===== config.mk =====
export PLATFORM = sky130hd
export DESIGN_NAME = window_match_density_painter_unit
export DESIGN_NICKNAME = d
export VERILOG_FILES = /design/src/wmdp_pkg.sv /design/src/wmdp_window.sv /design/src/wmdp_score.sv /design/src/window_match_density_painter_unit.sv
export SDC_FILE = /design/constraint.sdc
export NUM_CORES = 1
export LEC_CHECK = 0
export CAP_MARGIN = 20
export CORE_MARGIN = 1.5
export CORE_UTILIZATION = 30
export CTS_BUF_LIST = sky130_fd_sc_hd__clkbuf_4 sky130_fd_sc_hd__clkbuf_8
export DETAILED_ROUTE_END_ITERATION = 16
export DONT_BUFFER_PORTS = 1
export HOLD_SLACK_MARGIN = 0.02
export PLACE_DENSITY_LB_ADDON = 0.12
export SLEW_MARGIN = 25
export SYNTH_ARGS = -nofsm -noshare
export SYNTH_HDL_FRONTEND = slang
export SYNTH_HIERARCHICAL = 1
export SYNTH_SLANG_ARGS = --single-unit

===== constraint.sdc =====
create_clock -name clk -period 28.7 [get_ports clk]
set_input_delay 1.435 -clock clk [delete_from_list [all_inputs] [get_ports clk]]
set_output_delay 1.435 -clock clk [all_outputs]
set_load 0.05 [all_outputs]

===== src/wmdp_pkg.sv =====
// ----------------------------------------------------------------------------
// wmdp_pkg
// Shared types, widths and codes for the window match density painter.
// ----------------------------------------------------------------------------
`default_nettype none

package wmdp_pkg;

    localparam int MAX_WINDOW = 256;
    localparam int WIN_ADDR_W = $clog2(MAX_WINDOW);
    localparam int WS_W       = WIN_ADDR_W + 1;
    localparam int SCORE_W    = 10;
    localparam int COORD_BITS = 28;
    localparam int SEEN_W     = 20;
    localparam int BAD_W      = 24;
    localparam int CFG_DATA_W = 10;

    localparam logic [WS_W-1:0]           WINDOW_SIZE_RST = WS_W'(200);
    localparam logic signed [SCORE_W-1:0] MIN_SCORE_RST   = SCORE_W'(190);

    typedef enum logic [0:0] {
        CFG_WINDOW_SIZE = 1'b0,
        CFG_MIN_SCORE   = 1'b1
    } cfg_reg_t;

    typedef enum logic [0:0] {
        KIND_PAINT   = 1'b0,
        KIND_SUMMARY = 1'b1
    } kind_t;

    typedef struct packed {
        logic [COORD_BITS-1:0] position;
        logic                  is_match;
        logic                  first_of_alignment;
        logic                  last_of_alignment;
    } item_t;

    typedef struct packed {
        kind_t                 kind;
        logic [COORD_BITS-1:0] paint_start;
        logic [WS_W-1:0]       paint_length;
        logic                  suspect_found;
        logic [BAD_W-1:0]      bad_count;
        logic [COORD_BITS-1:0] first_marked;
        logic [COORD_BITS:0]   last_marked;
        logic                  end_of_run;
    } result_t;

    typedef struct packed {
        logic    paint_hit;
        logic    summ_hit;
        result_t paint;
        result_t summ;
    } step_out_t;

    // window size clamped to 1 .. MAX_WINDOW
    function automatic logic [WS_W-1:0] eff_window(input logic [WS_W-1:0] ws);
        logic [WS_W-1:0] w;
        w = ws;
        if (w == '0)
        begin
            w = WS_W'(1);
        end
        else if (w > WS_W'(MAX_WINDOW))
        begin
            w = WS_W'(MAX_WINDOW);
        end
        return w;
    endfunction

endpackage

`default_nettype wire


===== src/wmdp_window.sv =====
// ----------------------------------------------------------------------------
// wmdp_window
// Circular delay memory of match bits; returns the bit that leaves the window.
// ----------------------------------------------------------------------------
`default_nettype none

module wmdp_window (
    input  wire logic                       clk,
    input  wire logic                       rst_n,
    input  wire logic                       wr_en,
    input  wire logic                       wr_bit,
    input  wire logic [wmdp_pkg::WS_W-1:0]  win_size,
    output logic                            old_bit
);

    logic                              mem [wmdp_pkg::MAX_WINDOW];
    logic [wmdp_pkg::WIN_ADDR_W-1:0]   wptr_reg;
    logic [wmdp_pkg::WIN_ADDR_W-1:0]   wptr_next;
    logic [wmdp_pkg::WIN_ADDR_W-1:0]   rd_addr;
    logic                              old_reg;

    // a full-size window wraps onto the write address: read-first gives the old bit
    assign rd_addr   = wptr_reg - win_size[wmdp_pkg::WIN_ADDR_W-1:0];
    assign wptr_next = wptr_reg + 1'b1;
    assign old_bit   = old_reg;

    always_ff @(posedge clk or negedge rst_n)
    begin
        if (!rst_n)
        begin
            wptr_reg <= '0;
        end
        else if (wr_en)
        begin
            wptr_reg <= wptr_next;
        end
    end

    always_ff @(posedge clk)
    begin
        if (wr_en)
        begin
            old_reg       <= mem[rd_addr];
            mem[wptr_reg] <= wr_bit;
        end
    end

endmodule

`default_nettype wire


===== src/wmdp_score.sv =====
// ----------------------------------------------------------------------------
// wmdp_score
// Running window score, run tracking and paint / summary generation.
// ----------------------------------------------------------------------------
`default_nettype none

module wmdp_score (
    input  wire logic                                clk,
    input  wire logic                                rst_n,
    input  wire logic                                advance,
    input  wire wmdp_pkg::item_t                     item,
    input  wire logic                                old_bit,
    input  wire logic [wmdp_pkg::WS_W-1:0]           win_size,
    input  wire logic signed [wmdp_pkg::SCORE_W-1:0] min_score,
    output wmdp_pkg::step_out_t                      step
);

    localparam int SWX = wmdp_pkg::SCORE_W + 2;
    localparam int CB  = wmdp_pkg::COORD_BITS;
    localparam int SW  = wmdp_pkg::SEEN_W;
    localparam int BW  = wmdp_pkg::BAD_W;
    localparam int WW  = wmdp_pkg::WS_W;
    localparam logic signed [SWX-1:0] SMAX = SWX'((1 <<< (wmdp_pkg::SCORE_W - 1)) - 1);
    localparam logic signed [SWX-1:0] SMIN = SWX'(-(1 <<< (wmdp_pkg::SCORE_W - 1)));
    localparam logic signed [SWX-1:0] ONE  = SWX'(1);

    logic signed [wmdp_pkg::SCORE_W-1:0] score_reg, score_next, score_cur;
    logic [SW-1:0]                       seen_reg, seen_next, seen_cur;
    logic [CB-1:0]                       origin_reg, origin_next, origin_cur;
    logic                                run_reg, run_next, run_cur;
    logic                                any_reg, any_next, any_cur;
    logic [CB-1:0]                       fm_reg, fm_next, fm_cur;
    logic [CB:0]                         lm_reg, lm_next, lm_cur;
    logic [BW-1:0]                       bad_reg, bad_next, bad_cur;

    logic signed [SWX-1:0] sum_w;
    logic [SW:0]           i_inc;
    logic [SW:0]           ws_x;
    logic                  at_first;
    logic                  past_win;
    logic                  qual;
    logic [CB:0]           origin_plus_i;
    logic [CB-1:0]         new_run_start;
    logic [WW-1:0]         add_n;
    logic [BW:0]           bad_sum;
    logic                  found;

    always_comb
    begin
        // a new alignment starts from cleared counters
        if (item.first_of_alignment)
        begin
            score_cur  = '0;
            seen_cur   = '0;
            origin_cur = item.position;
            run_cur    = 1'b0;
            any_cur    = 1'b0;
            fm_cur     = '0;
            lm_cur     = '0;
            bad_cur    = '0;
        end
        else
        begin
            score_cur  = score_reg;
            seen_cur   = seen_reg;
            origin_cur = origin_reg;
            run_cur    = run_reg;
            any_cur    = any_reg;
            fm_cur     = fm_reg;
            lm_cur     = lm_reg;
            bad_cur    = bad_reg;
        end

        i_inc    = {1'b0, seen_cur} + 1'b1;
        ws_x     = (SW + 1)'(win_size);
        at_first = (i_inc == ws_x);
        past_win = ({1'b0, seen_cur} >= ws_x);

        sum_w = SWX'(score_cur) + (item.is_match ? ONE : -ONE);
        if (past_win)
        begin
            sum_w = sum_w - (old_bit ? ONE : -ONE);
        end
        if (sum_w > SMAX)
        begin
            sum_w = SMAX;
        end
        else if (sum_w < SMIN)
        begin
            sum_w = SMIN;
        end
        score_next = $signed(sum_w[wmdp_pkg::SCORE_W-1:0]);
        qual       = (score_next >= min_score);

        seen_next     = (seen_cur != '1) ? seen_cur + 1'b1 : seen_cur;
        origin_plus_i = {1'b0, origin_cur} + (CB + 1)'(seen_cur);
        new_run_start = origin_plus_i[CB-1:0] - CB'(win_size) + 1'b1;

        origin_next = origin_cur;
        run_next    = run_cur;
        any_next    = any_cur;
        fm_next     = fm_cur;
        lm_next     = lm_cur;
        add_n       = '0;

        step = '0;
        step.paint.kind       = wmdp_pkg::KIND_PAINT;
        step.paint.end_of_run = !item.last_of_alignment;
        step.summ.kind        = wmdp_pkg::KIND_SUMMARY;
        step.summ.end_of_run  = 1'b1;

        if (at_first)
        begin
            if (qual)
            begin
                step.paint_hit          = 1'b1;
                step.paint.paint_start  = origin_cur;
                step.paint.paint_length = win_size;
                add_n    = win_size;
                any_next = 1'b1;
                run_next = 1'b1;
                fm_next  = origin_cur;
                // recorded one past the end of the window
                lm_next  = {1'b0, origin_cur} + (CB + 1)'(win_size);
            end
            else
            begin
                run_next = 1'b0;
            end
        end
        else if (past_win)
        begin
            if (qual)
            begin
                step.paint_hit = 1'b1;
                if (run_cur)
                begin
                    step.paint.paint_start  = origin_plus_i[CB-1:0];
                    step.paint.paint_length = WW'(1);
                    add_n = WW'(1);
                end
                else
                begin
                    // new run repaints the whole window, counted again
                    step.paint.paint_start  = new_run_start;
                    step.paint.paint_length = win_size;
                    add_n = win_size;
                    if (!any_cur)
                    begin
                        fm_next = new_run_start;
                    end
                end
                lm_next  = origin_plus_i;
                any_next = 1'b1;
                run_next = 1'b1;
            end
            else
            begin
                run_next = 1'b0;
            end
        end

        bad_sum  = {1'b0, bad_cur} + (BW + 1)'(add_n);
        bad_next = bad_sum[BW] ? '1 : bad_sum[BW-1:0];

        found = any_next && (i_inc >= ws_x);
        step.summ_hit = item.last_of_alignment;
        if (found)
        begin
            step.summ.suspect_found = 1'b1;
            step.summ.bad_count     = bad_next;
            step.summ.first_marked  = fm_next;
            step.summ.last_marked   = lm_next;
        end
    end

    always_ff @(posedge clk or negedge rst_n)
    begin
        if (!rst_n)
        begin
            score_reg  <= '0;
            seen_reg   <= '0;
            origin_reg <= '0;
            run_reg    <= 1'b0;
            any_reg    <= 1'b0;
            fm_reg     <= '0;
            lm_reg     <= '0;
            bad_reg    <= '0;
        end
        else if (advance)
        begin
            score_reg  <= score_next;
            seen_reg   <= seen_next;
            origin_reg <= origin_next;
            run_reg    <= run_next;
            any_reg    <= any_next;
            fm_reg     <= fm_next;
            lm_reg     <= lm_next;
            bad_reg    <= bad_next;
        end
    end

endmodule

`default_nettype wire


===== src/window_match_density_painter_unit.sv =====
// ----------------------------------------------------------------------------
// window_match_density_painter_unit
// Sliding-window match density detector that paints suspect bases and
// reports a summary at the end of each alignment.
//
//   channel   signals                              direction
//   item      item_valid, item_ready, item         in  (one base per transaction)
//   result    result_valid, result_ready, result   out (paint or summary)
//   cfg       cfg_we, cfg_addr, cfg_data           in  (register write, no wait)
//
// One base is taken per cycle unless the input stalls; a base with a paint
// and a summary holds the input until its paint is taken, as the result port
// moves one transaction per cycle. A result is offered after its base passes
// the input register (with delay-memory read), then the result register.
// Reset clears control and counters; the delay memory is not cleared.
// The input stalls when the two-entry result buffer is full or cannot drain.
// ----------------------------------------------------------------------------
`default_nettype none

module window_match_density_painter_unit (
    input  wire logic                                clk,
    input  wire logic                                rst_n,
    input  wire logic                                item_valid,
    output logic                                     item_ready,
    input  wire wmdp_pkg::item_t                     item,
    output logic                                     result_valid,
    input  wire logic                                result_ready,
    output wmdp_pkg::result_t                        result,
    input  wire logic                                cfg_we,
    input  wire wmdp_pkg::cfg_reg_t                  cfg_addr,
    input  wire logic [wmdp_pkg::CFG_DATA_W-1:0]     cfg_data
);

    logic [wmdp_pkg::WS_W-1:0]           ws_cfg_reg;
    logic signed [wmdp_pkg::SCORE_W-1:0] min_score_reg;
    logic [wmdp_pkg::WS_W-1:0]           win_size;

    logic                                a_valid_reg, a_valid_next;
    wmdp_pkg::item_t                     a_item_reg;
    logic                                old_bit;

    logic                                item_fire;
    logic                                result_fire;
    logic                                res_free;
    logic                                advance;
    wmdp_pkg::step_out_t                 step;

    logic                                paint_pend_reg, paint_pend_next;
    logic                                summ_pend_reg, summ_pend_next;
    wmdp_pkg::result_t                   paint_reg;
    wmdp_pkg::result_t                   summ_reg;

    assign win_size = wmdp_pkg::eff_window(ws_cfg_reg);

    always_ff @(posedge clk or negedge rst_n)
    begin
        if (!rst_n)
        begin
            ws_cfg_reg    <= wmdp_pkg::WINDOW_SIZE_RST;
            min_score_reg <= wmdp_pkg::MIN_SCORE_RST;
        end
        else if (cfg_we)
        begin
            case (cfg_addr)
                wmdp_pkg::CFG_WINDOW_SIZE: ws_cfg_reg    <= cfg_data[wmdp_pkg::WS_W-1:0];
                wmdp_pkg::CFG_MIN_SCORE:   min_score_reg <= $signed(cfg_data);
                default: ;
            endcase
        end
    end

    // result buffer empties this cycle if at most one entry is left and it drains
    assign result_valid = paint_pend_reg || summ_pend_reg;
    assign result       = paint_pend_reg ? paint_reg : summ_reg;
    assign result_fire  = result_valid && result_ready;
    assign res_free     = !(paint_pend_reg && summ_pend_reg)
                          && (!result_valid || result_ready);
    assign advance      = a_valid_reg && res_free;
    assign item_ready   = !a_valid_reg || advance;
    assign item_fire    = item_valid && item_ready;

    always_comb
    begin
        a_valid_next = a_valid_reg;
        if (item_fire)
        begin
            a_valid_next = 1'b1;
        end
        else if (advance)
        begin
            a_valid_next = 1'b0;
        end

        paint_pend_next = paint_pend_reg;
        summ_pend_next  = summ_pend_reg;
        if (result_fire)
        begin
            if (paint_pend_reg)
            begin
                paint_pend_next = 1'b0;
            end
            else
            begin
                summ_pend_next = 1'b0;
            end
        end
        if (advance)
        begin
            paint_pend_next = step.paint_hit;
            summ_pend_next  = step.summ_hit;
        end
    end

    always_ff @(posedge clk or negedge rst_n)
    begin
        if (!rst_n)
        begin
            a_valid_reg    <= 1'b0;
            paint_pend_reg <= 1'b0;
            summ_pend_reg  <= 1'b0;
        end
        else
        begin
            a_valid_reg    <= a_valid_next;
            paint_pend_reg <= paint_pend_next;
            summ_pend_reg  <= summ_pend_next;
        end
    end

    always_ff @(posedge clk)
    begin
        if (item_fire)
        begin
            a_item_reg <= item;
        end
        if (advance)
        begin
            paint_reg <= step.paint;
            summ_reg  <= step.summ;
        end
    end

    wmdp_window u_window (
        .clk      (clk),
        .rst_n    (rst_n),
        .wr_en    (item_fire),
        .wr_bit   (item.is_match),
        .win_size (win_size),
        .old_bit  (old_bit)
    );

    wmdp_score u_score (
        .clk       (clk),
        .rst_n     (rst_n),
        .advance   (advance),
        .item      (a_item_reg),
        .old_bit   (old_bit),
        .win_size  (win_size),
        .min_score (min_score_reg),
        .step      (step)
    );

endmodule

`default_nettype wire

Yosys cells after proc, flatten, opt, wreduce, memory -nomap -nowiden
Memory sizes are Yosys's and may differ from the RTL's. A register that Yosys moved wholly into a read port is not among the register bits.
Cells that the tools add are included.
{"block": "classes", "add_sub_neg": 11, "mul": 0, "div_mod_pow": 0, "magnitude_cmp": 6, "eq_ne": 3, "shifts": 0, "n_mux": 56, "n_bitwise": 1, "n_reduce_logical": 19}
{"operator": "$mux W28", "count": 8}
{"operator": "$mux W37", "count": 5}
{"operator": "$mux W29", "count": 5}
{"operator": "$mux W121", "count": 1}
{"operator": "$mux W82", "count": 1}
{"operator": "$mux W9", "count": 7}
{"operator": "$mux W24", "count": 2}
{"operator": "$mux W20", "count": 2}
{"operator": "$mux W12", "count": 3}
{"operator": "$mux W10", "count": 3}
{"operator": "$add A28 B20 Y29", "count": 1}
{"operator": "$add A28 B9 Y29", "count": 1}
{"operator": "$add A28 B1 Y28 const B", "count": 1}
{"operator": "$sub A28 B9 Y28", "count": 1}
{"operator": "$add A24 B9 Y25", "count": 1}
{"operator": "$add A20 B1 Y21 const B", "count": 1}
{"operator": "$eq A21 B9 Y1", "count": 1}
{"operator": "$ge A21 B9 Y1", "count": 1}
{"operator": "$add A20 B1 Y20 const B", "count": 1}
{"operator": "$ge A20 B9 Y1", "count": 1}
{"operator": "$ne A20 B20 Y1 const B", "count": 1}
{"operator": "$mux W1", "count": 19}
{"operator": "$add A10 B12 Y12", "count": 1}
{"operator": "$gt A12 B10 Y1 const B", "count": 1}
{"operator": "14 further kinds", "count": 27}
{"block": "word_totals", "regBits": 322, "latch_bits": 0, "ram_bits": 256, "mem_bits_ro": 0, "inputBits": 47, "out_inout_bits": 123, "elab_cells": 122, "n_memories": 1}
{"name": "u_window.mem", "words": 256, "width": 1, "read_ports": 1, "rd_ports_with_merged_regs": 1, "write_ports": 1, "line_no": "wmdp_window.sv:16", "source": "logic mem [wmdp_pkg::MAX_WINDOW];"}

Logic depth before layout (Yosys ltp)
{"block": "depth", "word_depth": 15, "mapped_depth": 54}

Modules after synthesis
Netlist, hierarchy kept.
{"module": "wmdp_score", "instances": 1, "cells_each": 2057, "area_each_um2": 16139.2}
{"module": "wmdp_window", "instances": 1, "cells_each": 1007, "area_each_um2": 12340.6}
{"module": "window_match_density_painter_unit", "instances": 1, "cells_each": 478, "area_each_um2": 10796.6}

Worst setup path after synthesis
No wires, ideal clock.
{"block": "synth_path", "path_kind": "input to register", "startpoint": "input port result_ready", "endpoint": "register u_score.lm_reg[23]", "setup_ps": 129, "t_arrival_ps": 14778, "required_time_ps": 28571, "path_slack_ps": 13793, "path_stages": 8, "path_buffers": 0, "cell_sequence": "inv_1 maj3_2 nor2b_1 inv_1 a21o_1 and2_4 a2111oi_2 nor2_1"}
{"block": "synth_between", "elab_chain_cells": 3}
{"item": "start, declared", "line_no": "window_match_density_painter_unit.sv:27", "source": "input wire logic result_ready,"}
{"item": "$logic_or A1 B1 Y1", "line_no": "window_match_density_painter_unit.sv:77", "source": "&& (!result_valid || result_ready);"}
{"item": "$logic_and A1 B1 Y1", "line_no": "window_match_density_painter_unit.sv:77"}
{"item": "$logic_and A1 B1 Y1", "line_no": "window_match_density_painter_unit.sv:78", "source": "assign advance = a_valid_reg && res_free;"}
{"item": "net advance", "line_no": "window_match_density_painter_unit.sv:45", "source": "logic advance;"}
{"item": "end signal, assigned", "line_no": "wmdp_score.sv:198", "source": "lm_reg <= lm_next;"}
{"item": "end, declared", "line_no": "wmdp_score.sv:33", "source": "logic [CB:0] lm_reg, lm_next, lm_cur;"}
The timed path passes the listed nets, and every way through them passes these cells.
A chain may end at the register's enable or synchronous reset.

Worst setup path after layout
{"block": "layout_path", "startpoint": "register a_item_reg[1] in the netlist's numbering", "endpoint": "register u_score.bad_reg[11]"}
{"block": "layout_between", "elab_chain_cells": 13, "elab_cells_between_ends": 22}
{"item": "start, declared", "line_no": "window_match_density_painter_unit.sv:39", "source": "wmdp_pkg::item_t a_item_reg;"}
{"item": "start signal, assigned", "line_no": "window_match_density_painter_unit.sv:134", "source": "a_item_reg <= item;"}
{"item": "$mux W10", "line_no": "wmdp_score.sv:51", "source": "if (item.first_of_alignment)"}
{"item": "$add A10 B12 Y12", "line_no": "wmdp_score.sv:79", "source": "sum_w = SWX'(score_cur) + (item.is_match ? ONE : -ONE);"}
{"item": "$sub A12 B12 Y12", "line_no": "wmdp_score.sv:82", "source": "sum_w = sum_w - (old_bit ? ONE : -ONE);"}
{"item": "$mux W12 *", "line_no": "wmdp_score.sv:80", "source": "if (past_win)"}
{"item": "$lt A12 B10 Y1", "line_no": "wmdp_score.sv:88", "source": "else if (sum_w < SMIN)"}
{"item": "$mux W10", "line_no": "wmdp_score.sv:88"}
{"item": "$mux W10 *", "line_no": "wmdp_score.sv:84", "source": "if (sum_w > SMAX)"}
{"item": "net u_score.sum_w[9]", "line_no": "wmdp_score.sv:36", "source": "logic signed [SWX-1:0] sum_w;"}
{"item": "$ge A10 B10 Y1 *", "line_no": "wmdp_score.sv:93", "source": "qual = (score_next >= min_score);"}
{"item": "$mux W9", "line_no": "wmdp_score.sv:133", "source": "if (qual)"}
{"item": "$mux W9", "line_no": "wmdp_score.sv:131", "source": "else if (past_win)"}
{"item": "$mux W9 *", "line_no": "wmdp_score.sv:112", "source": "if (at_first)"}
{"item": "$add A24 B9 Y25 *", "line_no": "wmdp_score.sv:163", "source": "bad_sum = {1'b0, bad_cur} + (BW + 1)'(add_n);"}
{"item": "$mux W24 *", "line_no": "wmdp_score.sv:164", "source": "bad_next = bad_sum[BW] ? '1 : bad_sum[BW-1:0];"}
{"item": "end signal, assigned", "line_no": "wmdp_score.sv:199", "source": "bad_reg <= bad_next;"}
{"item": "end, declared", "line_no": "wmdp_score.sv:34", "source": "logic [BW-1:0] bad_reg, bad_next, bad_cur;"}
The timed path passes the listed nets; every way through them passes the cells marked *.

==> results.yml <==
outcome:
  status: "finished, final reports clean"
clocking:
  cts.sinks: 701
  clock_path_buffers: 3
  root_buffer: "clkbuf_8"
  ctsHoldBuffers: 0
  htreeDepth: 4
  cts.repair.resized: 0
  numCtsBuffers: 136
  path_clk_slew_ns: 0.06
  clock_latency_ns: 0.88
  cts_tree: "done"
  post_cts_buffers: 0
logic_synthesis:
  synth_mux_area_frac: 0.0975
  yosysSeqAreaShare: 0.514
  async_reset_ff_frac: 0.244
  synth_seq_cells: 701
  syn-cell-area_um2: 39300
  synthXorXnorAreaFrac: 0.0287
  synth_top_family_by_area: "simple AND/OR/NAND/NOR gates"
  synth-edff-count: 530
  synthFlopType: "edfxtp_1"
  ys_types: 107
  avgSynthCellArea_um2: 11.1
  synthAdderAreaFrac: 0.0467
  synth_compound_area_frac: 0.121
  synth_cells: 3542
  ys_warn_count: 6
  synth_simple_gate_area_frac: 0.132
critical_path:
  crit_path_end_kind: "register"
  slowest_delay_ns: 0.72
  regToRegEndpoint: "u_score/bad_reg[11]"
  path_max_fanout: 47
  reg2reg_depth: 46
  crit_family: "compound AO/OA/AOI/OAI gates"
  crit_slowest_cell: "or4_1"
  critPathBufInv: 5
  r2r_start: "a_item_reg[1]"
  cp_num_cells: 46
  startpoint_type: "register"
  cpMostUsedCell: "a21o_1"
  critical_path_class: "reg2reg"
  arrival_ns: 12.54
  r2r_setup_slack_ns: 16.92
  cp.required_ns: 29.46
sta:
  setup_viol: 0
  relSlewSlack: 0.294
  finalCriticalPeriod_ns: 11.78
  fmaxAchievable_mhz: 84.9
  rsz0062_at_grt: "false"
  slew_violations: 0
  hold_viol_final: 0
  worstMarginPinSlew_ns: 1.06
  post-route-period-util: 0.410
  tns_ns: 0
  fin_skew_ns: 0.0449
  whs_ns: 0.292
grt:
  antenna_found_initial: 8
  grt_overflow: 0
  grt_max_degree: 258
  grt_usage: 0.179
  first_global_vias: 26900
  grt_pass1_wl_um: 178000
job:
  max-cap-violations: 0
routing:
  dr.pass1.iters: 5
  drt-initial-drc-count: 1700
  wl_per_cell_um: 22.2
  drt-total-wl_um: 119000
  vias_per_cell: 4.90
  vias: 26400
  drcViolationCount: 0
  drt.antenna.violating_nets: 0
floorplan:
  die_area_um2: 133000
  die_x_um: 365
  start_util: 0.303
  io_pins: 170
  placeableCoreArea_um2: 130000
  rows: 132
  die_y_um: 365
final_layout:
  nets: 3719
  largest_reg_flops: 256
  fillers: 13200
  final_common_cell: "edfxtp_1"
  drive_above_1_share: 0.158
  final_cells: 5387
  fin_area_um2: 43100
  synthToLayoutAreaGrowth_pct: 9.85
  most-common-layout-cells: "530 x edfxtp_1, 446 x nor2_1, 234 x nand2_1"
min_path:
  hold_class: "in2async"
place:
  gp_congestion: 0.870
  dpl.hpwl_um: 79300
  io_buffers: 0
  postPlaceCellArea_um2: 40500
  dpl.cell_count: 5134
per-layer routing:
metal,wire length (um),track usage
met1,51400,0.221
met2,60200,0.315
met3,5160,0.0338
met4,2540,0.0551
met5,51,0
through the flow:
step                setup slack (ns)   util
floorplan                      13.79      -
global placement               17.12  0.312
detailed placement             16.94  0.312
CTS                            16.89  0.333
global route                   15.96  0.333
finish                         16.92  0.333
worst max path at each step:
stage	slack (ns)	start	endpoint
3_5_place_dp	16.94	a_item_reg[1]	u_score/bad_reg[19]
5_1_grt	15.96	a_item_reg[1]	u_score/bad_reg[19]
4_1_cts	16.89	a_item_reg[1]	u_score/bad_reg[11]
3_3_place_gp	17.12	a_item_reg[1]	u_score/bad_reg[19]
2_1_floorplan	13.79	result_ready	u_score/lm_reg[23]
6_report	16.92	a_item_reg[1]	u_score/bad_reg[11]
layout make-up:
class / count / area [um2] / share of cell area
Antenna cell: 8 / 20.0 / 0.000464
Clock buffer: 194 / 2330 / 0.0539
Clock inverter: 51 / 350 / 0.00812
Inverter: 111 / 417 / 0.00966
Multi-Input combinational cell: 2536 / 17300 / 0.401
Sequential cell: 701 / 20200 / 0.468
Tap cell: 1742 / 2180 / 0.0505
Timing Repair Buffer: 44 / 359 / 0.00832
cell families after synthesis:
family / Yosys count
multiplexers: 337
other: 2
AO/OA/AOI/OAI: 708
adder cells (fa/ha/maj): 143
XOR/XNOR: 126
AND/OR/NAND/NOR: 1100
buffers and inverters: 425
flip-flops: 701
synthesized netlist by cell type, types with 47 or more instances:
cell / count / area share
a21o_1: 54 / 0.010
a21oi_1: 201 / 0.026
buf_2: 49 / 0.0062
buf_4: 135 / 0.026
clkbuf_1: 106 / 0.010
dfrtp_1: 162 / 0.10
edfxtp_1: 530 / 0.41
ha_1: 136 / 0.043
inv_1: 111 / 0.011
mux2_2: 174 / 0.050
mux2_4: 47 / 0.018
mux2i_1: 112 / 0.029
nand2_1: 236 / 0.023
nand3_1: 97 / 0.012
nor2_1: 449 / 0.043
nor2b_1: 107 / 0.017
nor3_1: 52 / 0.0066
o21ai_0: 98 / 0.012
xnor2_1: 85 / 0.019
Power is not shown: default switching activity piles up to over one toggle a cycle in this logic, so the estimate is an artifact.
